`config.mk`:
```
export PLATFORM = sky130hd
export DESIGN_NAME = day_night_palette_crossfade
export DESIGN_NICKNAME = d
export VERILOG_FILES = /design/src/rtl/dnpc_pkg.sv /design/src/rtl/day_night_palette_crossfade.sv
export SDC_FILE = /design/constraint.sdc
export NUM_CORES = 1
export LEC_CHECK = 0
export BUFFER_PORTS_ARGS = -buffer_cell sky130_fd_sc_hd__buf_2
export CAP_MARGIN = 25
export CORE_MARGIN = 4
export CORE_UTILIZATION = 68
export DETAILED_ROUTE_END_ITERATION = 7
export GPL_ROUTABILITY_DRIVEN = 0
export PLACE_DENSITY_LB_ADDON = 0.25
export SYNTH_ARGS = -nofsm -noshare
export SYNTH_HDL_FRONTEND = slang
export SYNTH_SLANG_ARGS = --single-unit
```
`constraint.sdc`:
```
create_clock -name clk -period 7.8 [get_ports clk]
set_input_delay 1.17 -clock clk [delete_from_list [all_inputs] [get_ports clk]]
set_output_delay 1.17 -clock clk [all_outputs]
set_load 0.02 [all_outputs]
```
`src/rtl/dnpc_pkg.sv`:
```
// Package for the day/night palette crossfade block.
// Holds theme and command codes, the palette tables and the sequencer state type.
// No dependencies.
`default_nettype none

package dnpc_pkg;

  // Theme codes
  localparam logic [1:0] THM_DAWN  = 2'd0;
  localparam logic [1:0] THM_DAY   = 2'd1;
  localparam logic [1:0] THM_DUSK  = 2'd2;
  localparam logic [1:0] THM_NIGHT = 2'd3;

  // Event kinds
  localparam logic [1:0] CMD_TICK    = 2'd0;
  localparam logic [1:0] CMD_TIME    = 2'd1;
  localparam logic [1:0] CMD_FORCE   = 2'd2;
  localparam logic [1:0] CMD_AMBIENT = 2'd3;

  // Configuration register indexes
  localparam logic REG_AUTO_BRIGHTNESS = 1'b0;
  localparam logic REG_FADE_LENGTH     = 1'b1;

  // Reset values and limits
  localparam logic [15:0] RST_FADE_LENGTH = 16'd5000;
  localparam logic [6:0]  RST_AMBIENT     = 7'd50;
  localparam logic [7:0]  AMBIENT_MAX     = 8'd100;

  // Day boundaries in minutes
  localparam logic [10:0] MIN_DAWN  = 11'd300;
  localparam logic [10:0] MIN_DAY   = 11'd420;
  localparam logic [10:0] MIN_DUSK  = 11'd1080;
  localparam logic [10:0] MIN_NIGHT = 11'd1200;

  // Serial step counts: one bit of the weights per multiply step,
  // one quotient bit per divide step (quotient never exceeds 8 bits)
  localparam int MUL_STEPS = 16;
  localparam int DIV_STEPS = 8;
  localparam int LANES     = 4;

  typedef enum logic [2:0] {
    ST_IDLE,
    ST_LOAD,
    ST_MUL,
    ST_DIV,
    ST_DONE
  } seq_state_t;

  function automatic logic [1:0] minutes_to_theme(input logic [10:0] m);
    logic [1:0] t;
    if (m >= MIN_DAWN && m < MIN_DAY)        t = THM_DAWN;
    else if (m >= MIN_DAY && m < MIN_DUSK)   t = THM_DAY;
    else if (m >= MIN_DUSK && m < MIN_NIGHT) t = THM_DUSK;
    else                                     t = THM_NIGHT;
    return t;
  endfunction

  function automatic logic [23:0] palette_bg(input logic [1:0] t);
    logic [23:0] c;
    case (t)
      THM_DAWN:  c = 24'hFFE4C4;
      THM_DAY:   c = 24'h87CEEB;
      THM_DUSK:  c = 24'h4A2C6E;
      THM_NIGHT: c = 24'h0D1B2A;
      default:   c = 24'h87CEEB;
    endcase
    return c;
  endfunction

  function automatic logic [6:0] palette_bri(input logic [1:0] t);
    logic [6:0] b;
    case (t)
      THM_DAWN:  b = 7'd70;
      THM_DAY:   b = 7'd100;
      THM_DUSK:  b = 7'd60;
      THM_NIGHT: b = 7'd40;
      default:   b = 7'd100;
    endcase
    return b;
  endfunction

  // Lane 0 red, 1 green, 2 blue, 3 brightness
  function automatic logic [7:0] lane_value(input logic [1:0] t, input logic [1:0] lane);
    logic [23:0] c;
    logic [7:0]  v;
    c = palette_bg(t);
    case (lane)
      2'd0:    v = c[23:16];
      2'd1:    v = c[15:8];
      2'd2:    v = c[7:0];
      default: v = {1'b0, palette_bri(t)};
    endcase
    return v;
  endfunction

  function automatic logic [6:0] ambient_to_bri(input logic [6:0] lvl);
    logic [6:0] b;
    if (lvl < 7'd10)      b = 7'd20;
    else if (lvl < 7'd30) b = 7'd40;
    else if (lvl < 7'd50) b = 7'd60;
    else if (lvl < 7'd70) b = 7'd80;
    else                  b = 7'd100;
    return b;
  endfunction

endpackage

`default_nettype wire

```
`src/rtl/day_night_palette_crossfade.sv`:
```
// A result appears on m_tvalid once its event is transferred and the sequencer has run
// load, 16 multiply steps, 8 divide steps and finish; a low m_tready holds it in finish.
// The block accepts no new event until the sequencer is back in idle, so events
// go one at a time through the bit-serial multiply and divide.
// Reset (rst, synchronous): shown and goal theme day, no fade, ambient 50,
// auto brightness on, fade length 5000 ticks, output empty.
// Depends on dnpc_pkg.
`default_nettype none

module day_night_palette_crossfade (
  input  wire logic        clk,
  input  wire logic        rst,
  // Configuration write port
  input  wire logic        cfg_wr_en,
  input  wire logic        cfg_index,
  input  wire logic [15:0] cfg_data,
  // Event stream
  input  wire logic        s_tvalid,
  output logic             s_tready,
  input  wire logic [23:0] s_tdata,   // minutes[10:0], theme_request[13:11], light_level[21:14]
  input  wire logic [1:0]  s_tuser,   // cmd
  // Result stream
  output logic             m_tvalid,
  input  wire logic        m_tready,
  output logic [39:0]      m_tdata    // bg_rgb[23:0], brightness[30:24], shown_theme[32:31],
                                      // goal_theme[34:33], fading[35], theme_changed[36],
                                      // prior_theme[38:37]
);
  import dnpc_pkg::*;

  // Configuration
  logic        auto_bri;
  logic [15:0] fade_len;

  // Theme state
  logic [1:0]  current_theme, current_theme_next;
  logic [1:0]  target_theme, target_theme_next;
  logic [15:0] elapsed, elapsed_next;
  logic        in_fade, in_fade_next;
  logic [6:0]  ambient, ambient_next;
  logic        changed, changed_next;
  logic [1:0]  prior;

  // Sequencer
  seq_state_t  state, state_next;
  logic [3:0]  cnt;
  logic        s_xfer;

  // Serial datapath
  logic [15:0] d_eff;
  logic [15:0] e_eff;
  logic [15:0] de_sh;
  logic [15:0] e_sh;
  logic [23:0] dsh;
  logic [23:0] acc [LANES];
  logic [7:0]  quo [LANES];
  logic [7:0]  a_val [LANES];
  logic [7:0]  b_val [LANES];

  // Event fields
  logic [1:0]  cmd;
  logic [10:0] minutes;
  logic [2:0]  theme_req;
  logic [7:0]  light_level;

  // Result assembly
  logic        interp;
  logic [23:0] bg_out;
  logic [6:0]  bri_out;

  assign cmd         = s_tuser;
  assign minutes     = s_tdata[10:0];
  assign theme_req   = s_tdata[13:11];
  assign light_level = s_tdata[21:14];

  assign s_tready = (state == ST_IDLE);
  assign s_xfer   = s_tvalid && s_tready;

  // A zero fade length counts as one tick; elapsed is clamped to the length
  assign d_eff = (fade_len == 16'd0) ? 16'd1 : fade_len;
  assign e_eff = (elapsed > d_eff) ? d_eff : elapsed;

  // Configuration writes
  always_ff @(posedge clk) begin
    if (rst) begin
      auto_bri <= 1'b1;
      fade_len <= RST_FADE_LENGTH;
    end else if (cfg_wr_en) begin
      case (cfg_index)
        REG_AUTO_BRIGHTNESS: auto_bri <= cfg_data[0];
        REG_FADE_LENGTH:     fade_len <= cfg_data;
        default:             ;
      endcase
    end
  end

  // Apply one event to the theme state in the transfer cycle
  always_comb begin
    logic [15:0] el_inc;
    logic        want_ok;
    logic [1:0]  want;
    current_theme_next = current_theme;
    target_theme_next  = target_theme;
    elapsed_next       = elapsed;
    in_fade_next       = in_fade;
    ambient_next       = ambient;
    changed_next       = 1'b0;
    want_ok            = 1'b0;
    want               = minutes_to_theme(minutes);
    el_inc             = (elapsed != 16'hFFFF) ? elapsed + 16'd1 : elapsed;
    case (cmd)
      CMD_TICK: begin
        // advance the fade; hand over the theme once the length is reached
        if (in_fade) begin
          elapsed_next = el_inc;
          if (el_inc >= d_eff) begin
            in_fade_next       = 1'b0;
            current_theme_next = target_theme;
          end
        end
      end
      CMD_TIME: begin
        want_ok = 1'b1;
      end
      CMD_FORCE: begin
        // requests beyond night are dropped
        want_ok = !theme_req[2];
        want    = theme_req[1:0];
      end
      CMD_AMBIENT: begin
        ambient_next = (light_level > AMBIENT_MAX) ? AMBIENT_MAX[6:0] : light_level[6:0];
      end
      default: ;
    endcase
    // a new goal restarts the fade, even when it matches the shown theme
    if (want_ok && want != target_theme) begin
      target_theme_next = want;
      elapsed_next      = 16'd0;
      in_fade_next      = 1'b1;
      changed_next      = 1'b1;
    end
  end

  always_ff @(posedge clk) begin
    if (rst) begin
      current_theme <= THM_DAY;
      target_theme  <= THM_DAY;
      elapsed       <= 16'd0;
      in_fade       <= 1'b0;
      ambient       <= RST_AMBIENT;
    end else if (s_xfer) begin
      current_theme <= current_theme_next;
      target_theme  <= target_theme_next;
      elapsed       <= elapsed_next;
      in_fade       <= in_fade_next;
      ambient       <= ambient_next;
    end
  end

  // Per-item flags held for the result
  always_ff @(posedge clk) begin
    if (s_xfer) begin
      changed <= changed_next;
      prior   <= target_theme;
    end
  end

  // Sequencer: load, multiply, divide, then wait for the output register
  always_ff @(posedge clk) begin
    if (rst) begin
      state <= ST_IDLE;
    end else begin
      state <= state_next;
    end
  end

  always_comb begin
    state_next = state;
    case (state)
      ST_IDLE: if (s_xfer) state_next = ST_LOAD;
      ST_LOAD: state_next = ST_MUL;
      ST_MUL:  if (cnt == 4'(MUL_STEPS - 1)) state_next = ST_DIV;
      ST_DIV:  if (cnt == 4'(DIV_STEPS - 1)) state_next = ST_DONE;
      ST_DONE: if (!m_tvalid || m_tready) state_next = ST_IDLE;
      default: state_next = ST_IDLE;
    endcase
  end

  always_ff @(posedge clk) begin
    if (rst) begin
      cnt <= 4'd0;
    end else if ((state == ST_MUL && cnt == 4'(MUL_STEPS - 1)) ||
                 (state == ST_DIV && cnt == 4'(DIV_STEPS - 1)) ||
                 state == ST_LOAD) begin
      cnt <= 4'd0;
    end else if (state == ST_MUL || state == ST_DIV) begin
      cnt <= cnt + 4'd1;
    end
  end

  // Lane endpoints: a from the shown palette, b from the goal palette
  always_comb begin
    for (int i = 0; i < LANES; i++) begin
      a_val[i] = lane_value(current_theme, 2'(i));
      b_val[i] = lane_value(target_theme, 2'(i));
    end
  end

  // Numerator a*(D-e) + b*e built MSB first from the weight bits, then
  // divided by D one quotient bit per step. The quotient fits 8 bits since
  // the numerator never exceeds max(a,b)*D.
  always_ff @(posedge clk) begin
    case (state)
      ST_LOAD: begin
        de_sh <= d_eff - e_eff;
        e_sh  <= e_eff;
        dsh   <= {1'b0, d_eff, 7'd0};
        for (int i = 0; i < LANES; i++) begin
          acc[i] <= 24'd0;
        end
      end
      ST_MUL: begin
        de_sh <= {de_sh[14:0], 1'b0};
        e_sh  <= {e_sh[14:0], 1'b0};
        for (int i = 0; i < LANES; i++) begin
          acc[i] <= {acc[i][22:0], 1'b0}
                  + (de_sh[15] ? {16'd0, a_val[i]} : 24'd0)
                  + (e_sh[15]  ? {16'd0, b_val[i]} : 24'd0);
        end
      end
      ST_DIV: begin
        dsh <= {1'b0, dsh[23:1]};
        for (int i = 0; i < LANES; i++) begin
          if (acc[i] >= dsh) begin
            acc[i] <= acc[i] - dsh;
            quo[i] <= {quo[i][6:0], 1'b1};
          end else begin
            quo[i] <= {quo[i][6:0], 1'b0};
          end
        end
      end
      default: ;
    endcase
  end

  // Result: blend only while fading between two different themes
  assign interp  = in_fade && (current_theme != target_theme);
  assign bg_out  = interp ? {quo[0], quo[1], quo[2]} : palette_bg(current_theme);
  assign bri_out = auto_bri ? ambient_to_bri(ambient)
                 : (interp ? quo[3][6:0] : palette_bri(current_theme));

  // Output register: hold the result until its transfer completes
  always_ff @(posedge clk) begin
    if (rst) begin
      m_tvalid <= 1'b0;
    end else if (state == ST_DONE && (!m_tvalid || m_tready)) begin
      m_tvalid <= 1'b1;
    end else if (m_tready) begin
      m_tvalid <= 1'b0;
    end
  end

  always_ff @(posedge clk) begin
    if (state == ST_DONE && (!m_tvalid || m_tready)) begin
      m_tdata <= {1'b0, prior, changed, in_fade, target_theme, current_theme,
                  bri_out, bg_out};
    end
  end

endmodule

`default_nettype wire

```
==> flow_metrics.py, run 1 <==
metrics = {
    "worst_setup_path": {
        "rr_endpoint": "de_sh[14]",
        "r2r_start": "fade_len[8]",
        "cp_max_fo": 13,
        "reg2reg_depth": 22,
        "worstSetupStartpointType": "flop",
        "required_ps": 8050,
        "critPathCaptureType": "flop",
        "rrSetupSlack_ps": 1740,
        "crit_type": "flop to flop",
        "arrival_ps": 6310,
    },
    "cts": {
        "postCtsSetupRepairBufs": 0,
        "cts_resized": 0,
        "root_buffer": "clkbuf_16",
        "cts_buffer_depth": 3,
        "cts_tree": "built",
        "htreeDepth": 2,
        "cts_buffers": 34,
        "clock_sinks": 276,
        "worstSkewPairLatency_ps": 520,
        "path_clk_slew_ps": 60,
        "ctsHoldBuffers": 0,
    },
    "sta": {
        "setup_violations": 0,
        "maxSlewHeadroom": 0.343,
        "final_max_slew_viol_count": 0,
        "fin_crit_sh": 0.777,
        "period_minus_slack_ps": 6060,
        "fmax_ghz": 0.165,
        "setup_tns_ps": 0,
        "worst_clock_skew_ps": 20.9,
        "grt_setup_unrepaired": "false",
        "finalHoldViolCount": 0,
        "tightest_slew_ps": 975,
    },
    "floorplanning": {
        "fp.dieH_um": 183,
        "fp.dieW_um": 183,
        "core_um2": 29900,
        "ioPinCount": 90,
        "initial_core_util": 0.694,
        "num_rows": 63,
        "die-area_um2": 33400,
    },
    "power_and_ir_drop": {
        "finalPower_w": 0.00468,
        "power.density_nw_per_um2": 207,
        "ir_drop_uv": 173,
        "p_leak_nw": 9.32,
    },
    "worst_hold_path": {
        "min_from": "prior[0]",
        "hold_path_end": "m_tdata[37]",
        "hold_class": "flop to flop",
        "holdPathStages": 0,
    },
    "global_route": {
        "overflow": 0,
        "first_global_vias": 17300,
        "grt_use_total": 0.324,
        "antenna_found_initial": 0,
        "grt_start_max_net_pins": 69,
        "grt_pass1_wl_um": 88500,
    },
    "detailed_routing": {
        "wl_per_cell_um": 20.2,
        "wl_um": 55200,
        "vias_per_cell": 6.52,
        "vias": 17800,
        "drc": 0,
        "first_pass_iters": 6,
        "ant_nets": 0,
        "detail_route.iter0.violations": 2018,
    },
    "logic_synthesis": {
        "ys_warn_count": 0,
        "synth_common_cells": "nand2_1 (235), edfxtp_1 (223), inv_1 (177), nor2_1 (172), ha_1 (168)",
        "synthCells": 2261,
        "avgSynthCellArea_um2": 9.17,
        "synth_most_common_cell": "nand2_1",
        "yosys.area.top_type": "edfxtp_1",
        "synth_seq_cells": 276,
        "ys_top_cells_by_area": "edfxtp_1 (32%), ha_1 (10%), dfxtp_1 (5.1%), nand2_1 (4.3%), xnor2_1 (4.1%)",
        "synth.top_cell.area_share": 0.323,
        "ys_types": 88,
        "synth-edff-count": 223,
        "syn_area_um2": 20700,
        "yosysSeqAreaShare": 0.374,
        "syn_nets": 2512,
        "async_reset_ff_frac": 0,
        "synthFlopType": "edfxtp_1",
    },
    "outcome": {
        "status": "finished clean",
    },
    "final_layout": {
        "nNetsFinal": 2567,
        "multi_input_area_um2": 12000,
        "diodes": 0,
        "fillers": 2020,
        "area_growth_pct": 9.25,
        "final_cells": 2731,
        "seqCellArea_um2": 7760,
        "final_layout_size_suffix_gt1_frac": 0.0846,
    },
    "flow_run": {
        "maxCapViolCount": 0,
    },
    "placed_design": {
        "dp_hpwl_um": 38800,
        "dp.cells": 2669,
        "io_buffers": 84,
    },
}
-- power breakdown --
part	switching, W	total [W]	internal, W
clock network	0.000648	0.00162	0.000975
registers	0.0000878	0.00180	0.00172
logic	0.000742	0.00126	0.000515
-- critical path: stages (launching register included) --
cell and delay, ps:
dfxtp_1 340, nor4_1 500, a31o_2 320, ha_1 170
nor2b_1 50, o21ai_1 160, a21boi_2 90, a2111o_1 510
nand2_1 380, nor2_1 70, a21oi_1 220, inv_1 100
fa_1 450, nand2b_1 230, a21oi_1 280, o31ai_1 130
a311oi_1 360, a32oi_1 200, a2111oi_0 420, o22ai_1 230
o21ai_1 250, mux2i_1 220, o211ai_1 100
-- worst max path at each step --
stage	slack (ps)	start	cells past startpoint	endpoint
floorplan	2690	fade_len[15]	25	de_sh[14]
global route	1310	fade_len[12]	24	de_sh[14]
detailed placement	1980	fade_len[12]	24	de_sh[14]
global placement	2200	fade_len[12]	24	de_sh[14]
finish	1740	fade_len[8]	22	de_sh[14]
CTS	1910	fade_len[12]	24	de_sh[14]
-- cell type report --
cell class / instances / area share
well taps: 390 / 0.0215
multi-input cells: 1724 / 0.529
clock buffers: 44 / 0.0406
repair buffers: 103 / 0.0281
flip-flops and latches: 276 / 0.342
inverters: 177 / 0.0293
clock inverters: 17 / 0.00928
-- routing by layer --
layer	vias up	global-route usage	wire (µm)
met4	0	0.131	2510
met5	-	0	0
met1	8445	0.434	22400
li1	8283	-	-
met2	894	0.529	25400
met3	190	0.0518	4910
-- stage by stage --
stage               instance area (µm²)  setup slack, ps   util  hold slack, ps
floorplan                         20700             2690      -             400
global placement                  21400             2200  0.716             403
detailed placement                21500             1980  0.720             418
CTS                               22600             1910  0.758             431
global route                      22700             1310  0.758             440
finish                            22700             1740  0.758             428
-- kinds of logic after synthesis --
kind of cell | after synthesis | share of synthesized area
DFF | 276 | 0.374
AOI/OAI and AO/OA | 624 | 0.197
buffers and inverters | 261 | 0.0489
adders and majority gates | 205 | 0.136
other | 1 | 0.000181
xor gates and xnor gates | 186 | 0.0786
muxes | 12 | 0.00597
and+or+nand+nor | 696 | 0.159
-- registers in the layout, summed over array words and instances, names as in the netlist, 2 cells and up --
signal	count
acc	96
m_tdata	39
quo	31
dsh	23
de_sh	16
e_sh	16
elapsed	16
fade_len	16
ambient	6
cnt	4
state	3
current_theme	2
prior	2
target_theme	2
-- layout by cell type, fill, tap and decap left out, types with 9 or more instances in the layout --
cell type,n
inv_1,176
ha_1,168
nor3_1,32
nand3_1,52
nor4_1,10
o21a_1,28
o21ai_0,127
nand2_1,234
a21o_1,58
mux2i_1,9
and2_1,21
o21bai_1,11
or3_1,15
or2_2,10
xor2_1,88
o22ai_1,59
nand4_1,24
buf_2,85
nand2b_1,27
nor2b_1,35
buf_4,13
xnor2_1,98
o21ai_1,10
o31ai_1,18
o211ai_1,17
a31oi_1,13
a211oi_1,18
and3_1,32
and4_1,9
a21oi_1,151
edfxtp_1,223
a21boi_0,12
o32ai_1,14
fa_1,35
nor2_1,171
dfxtp_1,53
clkbuf_16,35
No activity file was read; power rests on OpenSTA's default activity.
==> run 2, diff against run 1 <==
--- a/config.mk
+++ b/config.mk
@@ -8,7 +8,7 @@
 export BUFFER_PORTS_ARGS = -buffer_cell sky130_fd_sc_hd__buf_2
 export CAP_MARGIN = 25
 export CORE_MARGIN = 4
-export CORE_UTILIZATION = 68
+export CORE_UTILIZATION = 57
 export DETAILED_ROUTE_END_ITERATION = 7
 export GPL_ROUTABILITY_DRIVEN = 0
 export PLACE_DENSITY_LB_ADDON = 0.25
==> constraint.sdc (replaced) <==
create_clock -name clk -period 5.37 [get_ports clk]
set_input_delay 0.8055 -clock clk [delete_from_list [all_inputs] [get_ports clk]]
set_output_delay 0.8055 -clock clk [all_outputs]
set_load 0.02 [all_outputs]
==> run 2 against run 1 <==
  * First-iteration DRC count shrank 26%
  * Die area is 18% higher
  * Via count is 1.5% lower
  * Clock power increased by 37%
  * Setup slack worse by 1500 ps
  * Hold slack worse by 3.0 ps
  * Clock skew shrank 4.6 ps
  * Cell count is 4.2% higher
==> flow_metrics.py, run 2 (same netlist as run 1, synthesis figures left out) <==
metrics = {
    "final_layout": {
        "area_growth_pct": 11.4,
        "largestRegisters": "acc: 96 flops, m_tdata: 39 flops, quo: 31 flops",
        "nNetsFinal": 2612,
        "fillers": 2910,
        "final_layout_size_suffix_gt1_frac": 0.110,
        "largest_reg_flops": 96,
        "final_common_cell": "nand2_1",
        "diodes": 0,
        "final_util": 0.646,
        "layout_common_cells": "nand2_1 (234), edfxtp_1 (223), inv_1 (176)",
        "final_area_um2": 23100,
        "largest-register": "acc",
        "final_cells": 2847,
    },
    "placed_design": {
        "dp_hpwl_um": 40100,
        "dp.cells": 2788,
        "post-place-ws_ps": 79.7,
        "placedInstanceArea_um2": 21900,
        "io_buffers": 84,
    },
    "worst_setup_path": {
        "arrival_ps": 5450,
        "required_ps": 5700,
        "worstSetupStartpointType": "flop",
        "crit_chain": "inv_1, ha_1, nand4_1, nor4_4, a21boi_4, a2111o_1, nand2_1, buf_4, a21oi_1, inv_1, fa_1, nand2b_2, a21oi_4, o31ai_1, a311oi_1, a32oi_1, buf_4, a211oi_2, o22ai_2, o21ai_2, mux2i_1, o211ai_1",
        "cp_slowest_stage_delay_ps": 430,
        "cp_max_fo": 14,
        "crit_type": "flop to flop",
        "cpMaxStageDelayCell": "fa_1",
        "critPathCaptureType": "flop",
    },
    "cts": {
        "htreeDepth": 1,
        "path_clk_slew_ps": 60,
        "worstSkewPairLatency_ps": 610,
        "clock_sinks": 276,
        "cts_buffers": 31,
        "root_buffer": "clkbuf_16",
        "cts_buffer_depth": 3,
        "cts_tree": "built",
    },
    "floorplanning": {
        "core_um2": 35700,
        "fp.dieW_um": 199,
        "fp.dieH_um": 199,
        "ioPinCount": 90,
        "num_rows": 69,
        "die-area_um2": 39500,
        "initial_core_util": 0.580,
    },
    "sta": {
        "tightest_slew_ps": 899,
        "fin_crit_sh": 0.954,
        "worst_clock_skew_ps": 16.3,
        "final_max_slew_viol_count": 0,
        "layout_setup_ws_ps": 248,
        "fin_hold_ws_ps": 425,
        "period_minus_slack_ps": 5120,
        "setup_violations": 0,
        "maxSlewHeadroom": 0.393,
        "grt_setup_unrepaired": "true",
        "fmax_ghz": 0.195,
        "finalHoldViolCount": 0,
    },
    "power_and_ir_drop": {
        "internal_power_w": 0.00450,
        "swShare": 0.323,
        "power.density_nw_per_um2": 287,
        "power_frac_seq": 0.393,
        "clkPwrFrac": 0.335,
        "p_sw_w": 0.00214,
        "ir_drop_uv": 259,
        "p_leak_nw": 9.51,
        "combPwrFrac": 0.272,
    },
    "global_route": {
        "first_global_vias": 17100,
        "grt_start_max_net_pins": 69,
        "antenna_found_initial": 0,
        "overflow": 0,
        "grt_use_total": 0.276,
        "grt_pass1_wl_um": 88300,
    },
    "detailed_routing": {
        "vias": 17500,
        "detail_route.iter0.violations": 1486,
        "wl_per_cell_um": 19.4,
        "first_pass_iters": 6,
        "drc": 0,
        "wl_um": 55200,
        "vias_per_cell": 6.16,
        "ant_nets": 0,
    },
    "outcome": {
        "status": "finished clean",
    },
    "worst_hold_path": {
        "hold_class": "flop to flop",
    },
    "flow_run": {
        "maxCapViolCount": 0,
    },
}
-- run 2: layer usage --
metal  GRT usage  share of wire  wire length, µm  vias to the layer above
met5           0              0                0                        -
met4       0.109          0.041             2280                        0
met3      0.0320          0.065             3600                      148
met2       0.466           0.47            26200                      652
met1       0.366           0.42            23200                     8355
li1            -              -                -                     8392
-- run 2: critical path: cells and delay by family (launching register included) --
kind / cells / cell delay, ps
buf+inv: 4 / 540
fa+ha+maj: 2 / 740
mux: 1 / 200
simple gates: 4 / 870
flops: 1 / 410
compound gates: 11 / 2090
-- run 2: stage by stage --
step	power (W)	TNS, ps
after global routing	0.00697	-143
after CTS	0.00664	0
after floorplan	0.00398	0
after detailed placement	0.00441	0
final	0.00664	0
after global placement	0.00434	0
-- run 2: power groups by stage --
stage / sequential, W / combinational [W] / clock (W)
6_report: 0.00261 / 0.00181 / 0.00222
5_1_grt: 0.00263 / 0.00201 / 0.00234
4_1_cts: 0.00261 / 0.00178 / 0.00225
3_5_place_dp: 0.00265 / 0.00176 / 0
3_3_place_gp: 0.00265 / 0.00170 / 0
2_1_floorplan: 0.00261 / 0.00137 / 0
-- run 2: worst paths after layout --
kind / from / to / slack [ps] / cells after the start
max: fade_len[9] / de_sh[14] / 250 / 22
min: changed / m_tdata[36] / 430 / 0
max reg2reg: fade_len[9] / de_sh[14] / 250 / 22
min reg2reg: changed / m_tdata[36] / 430 / 0
-- run 2: area by class of cell --
cell class	count	area, µm²	area share
clock buffer	32	779	0.0337
clock inverter	26	274	0.0119
inverter	177	664	0.0288
multi-input combinational	1724	12100	0.524
sequential	276	7760	0.336
tap	461	577	0.0250
timing repair buffer	151	943	0.0408
-- run 2: what timing repair did --
item / CTS / global route
gates resized for setup: 0 / 23
hold endpoints to repair: 0 / 0
setup buffers: 0 / 1
setup endpoints to repair: 0 / 5
hold buffers: 0 / 0
==> run 3, diff against run 2 <==
--- a/config.mk
+++ b/config.mk
@@ -5,7 +5,7 @@
 export SDC_FILE = /design/constraint.sdc
 export NUM_CORES = 1
 export LEC_CHECK = 0
-export BUFFER_PORTS_ARGS = -buffer_cell sky130_fd_sc_hd__buf_2
+export BUFFER_PORTS_ARGS = -buffer_cell sky130_fd_sc_hd__buf_4
 export CAP_MARGIN = 25
 export CORE_MARGIN = 4
 export CORE_UTILIZATION = 57
==> run 3 against run 2 <==
  * Design area rose by 1.1%
  * Clock skew grew 7.7 ps
  * Maximum frequency fell by 1.0%
==> flow_metrics.py, run 3 (same netlist as run 1, synthesis figures left out) <==
metrics = {
    "sta": {
        "final_max_slew_viol_count": 0,
        "setup_tns_ps": 0,
        "period_minus_slack_ps": 5180,
        "setup_violations": 0,
        "tightest_slew_ps": 899,
        "worst_clock_skew_ps": 24.0,
        "finalHoldViolCount": 0,
        "fmax_ghz": 0.193,
        "fin_crit_sh": 0.964,
        "maxSlewHeadroom": 0.400,
        "fin_hold_ws_ps": 430,
    },
    "placed_design": {
        "dp.cells": 2785,
        "dp_hpwl_um": 40400,
        "io_buffers": 84,
    },
    "final_layout": {
        "area_growth_pct": 12.6,
        "final_layout_size_suffix_gt1_frac": 0.111,
        "fillers": 2888,
        "largest_reg_flops": 96,
        "final_common_cell": "nand2_1",
        "nNetsFinal": 2611,
        "largest-register": "acc",
        "diodes": 0,
        "layout_common_cells": "nand2_1 (234), edfxtp_1 (223), inv_1 (175)",
        "largestRegisters": "acc: 96 flops, m_tdata: 39 flops, quo: 31 flops",
        "final_cells": 2847,
        "final_util": 0.653,
    },
    "cts": {
        "cts_buffers": 34,
        "path_clk_slew_ps": 60,
        "cts_tree": "built",
        "htreeDepth": 2,
        "root_buffer": "clkbuf_16",
        "clock_sinks": 276,
        "ctsHoldBuffers": 0,
        "cts_buffer_depth": 3,
        "postCtsSetupRepairBufs": 0,
        "worstSkewPairLatency_ps": 560,
    },
    "global_route": {
        "first_global_vias": 17300,
        "antenna_found_initial": 0,
        "grt_start_max_net_pins": 68,
        "overflow": 0,
        "grt_pass1_wl_um": 89200,
        "grt_use_total": 0.280,
    },
    "detailed_routing": {
        "vias": 17700,
        "first_pass_iters": 6,
        "wl_um": 56200,
        "ant_nets": 0,
        "detail_route.iter0.violations": 1452,
        "vias_per_cell": 6.20,
        "wl_per_cell_um": 19.7,
        "drc": 0,
    },
    "power_and_ir_drop": {
        "finalPower_w": 0.00673,
        "ir_drop_uv": 218,
        "power.density_nw_per_um2": 288,
        "p_leak_nw": 9.63,
    },
    "floorplanning": {
        "num_rows": 69,
        "ioPinCount": 90,
        "initial_core_util": 0.580,
        "fp.dieH_um": 199,
        "core_um2": 35700,
        "die-area_um2": 39500,
        "fp.dieW_um": 199,
    },
    "worst_hold_path": {
        "hold_class": "flop to flop",
    },
    "outcome": {
        "status": "finished clean",
    },
    "worst_setup_path": {
        "cp_max_fo": 17,
        "critPathCaptureType": "flop",
        "reg2reg_depth": 21,
        "r2r_start": "fade_len[11]",
        "rrSetupSlack_ps": 190,
        "worstSetupStartpointType": "flop",
        "crit_type": "flop to flop",
        "arrival_ps": 5460,
        "startpoint": "fade_len[11]",
        "required_ps": 5660,
        "critPathCapture": "de_sh[14]",
        "rr_endpoint": "de_sh[14]",
    },
    "flow_run": {
        "maxCapViolCount": 0,
    },
}
==> run 3: metrics by stage <==
step / worst slack (ps) / area, µm²
detailed placement: 24.3 / 22100
global route: -129 / 23400
global placement: 219 / 22100
finish: 195 / 23400
CTS: 13.9 / 23200
floorplan: 261 / 20700
==> run 3: worst min path at each step <==
stage	startpoint	endpoint	depth (start not counted)
global route	prior[1]	m_tdata[38]	0
global placement	changed	m_tdata[36]	0
floorplan	changed	m_tdata[36]	0
detailed placement	prior[1]	m_tdata[38]	0
CTS	prior[1]	m_tdata[38]	0
finish	prior[1]	m_tdata[38]	0
==> run 3: final cells by class <==
type                            instances  area [µm²]  share of cell area
Clock buffer                           41         908              0.0389
Clock inverter                         21         206             0.00884
Inverter                              177         664              0.0285
Multi-Input combinational cell       1724       12100               0.520
Sequential cell                       276        7760               0.332
Tap cell                              461         577              0.0247
Timing Repair Buffer                  147        1100              0.0473
==> run 3: worst max-delay path, stage by stage (launching register included) <==
cell and delay (ps):
dfxtp_2 400, inv_1 80, ha_1 320, nand4_1 220
nor4_4 330, a21boi_4 250, a2111o_1 160, nand2_1 100
buf_4 210, a21oi_1 200, inv_1 80, fa_1 430
nand2b_2 270, a21oi_2 210, o31ai_1 110, a311oi_2 320
a32oi_2 210, a2111oi_4 330, o22ai_2 170, o21ai_2 190
mux2i_1 200, o211ai_1 100
==> run 3: per-layer routing <==
| metal | track usage | vias to the layer above | routed length, µm |
|---|---|---|---|
| met1 | 0.364 | 8406 | 23500 |
| met5 | 0 | - | 0 |
| met2 | 0.467 | 720 | 26600 |
| met3 | 0.0398 | 160 | 3770 |
| li1 | - | 8379 | - |
| met4 | 0.122 | 0 | 2350 |
==> run 3: repair_timing <==
item / 4_1_cts / 5_1_grt
endpoints found under the setup margin: 1 / 7
gates resized for setup: 1 / 28
pin swaps: 0 / 4
==> run 3: where the power goes <==
part           total (W)  switching [W]  internal [W]
sequential       0.00261       0.000122       0.00249
combinational    0.00181        0.00106      0.000751
clock            0.00231       0.000978       0.00133
total            0.00673        0.00216       0.00457
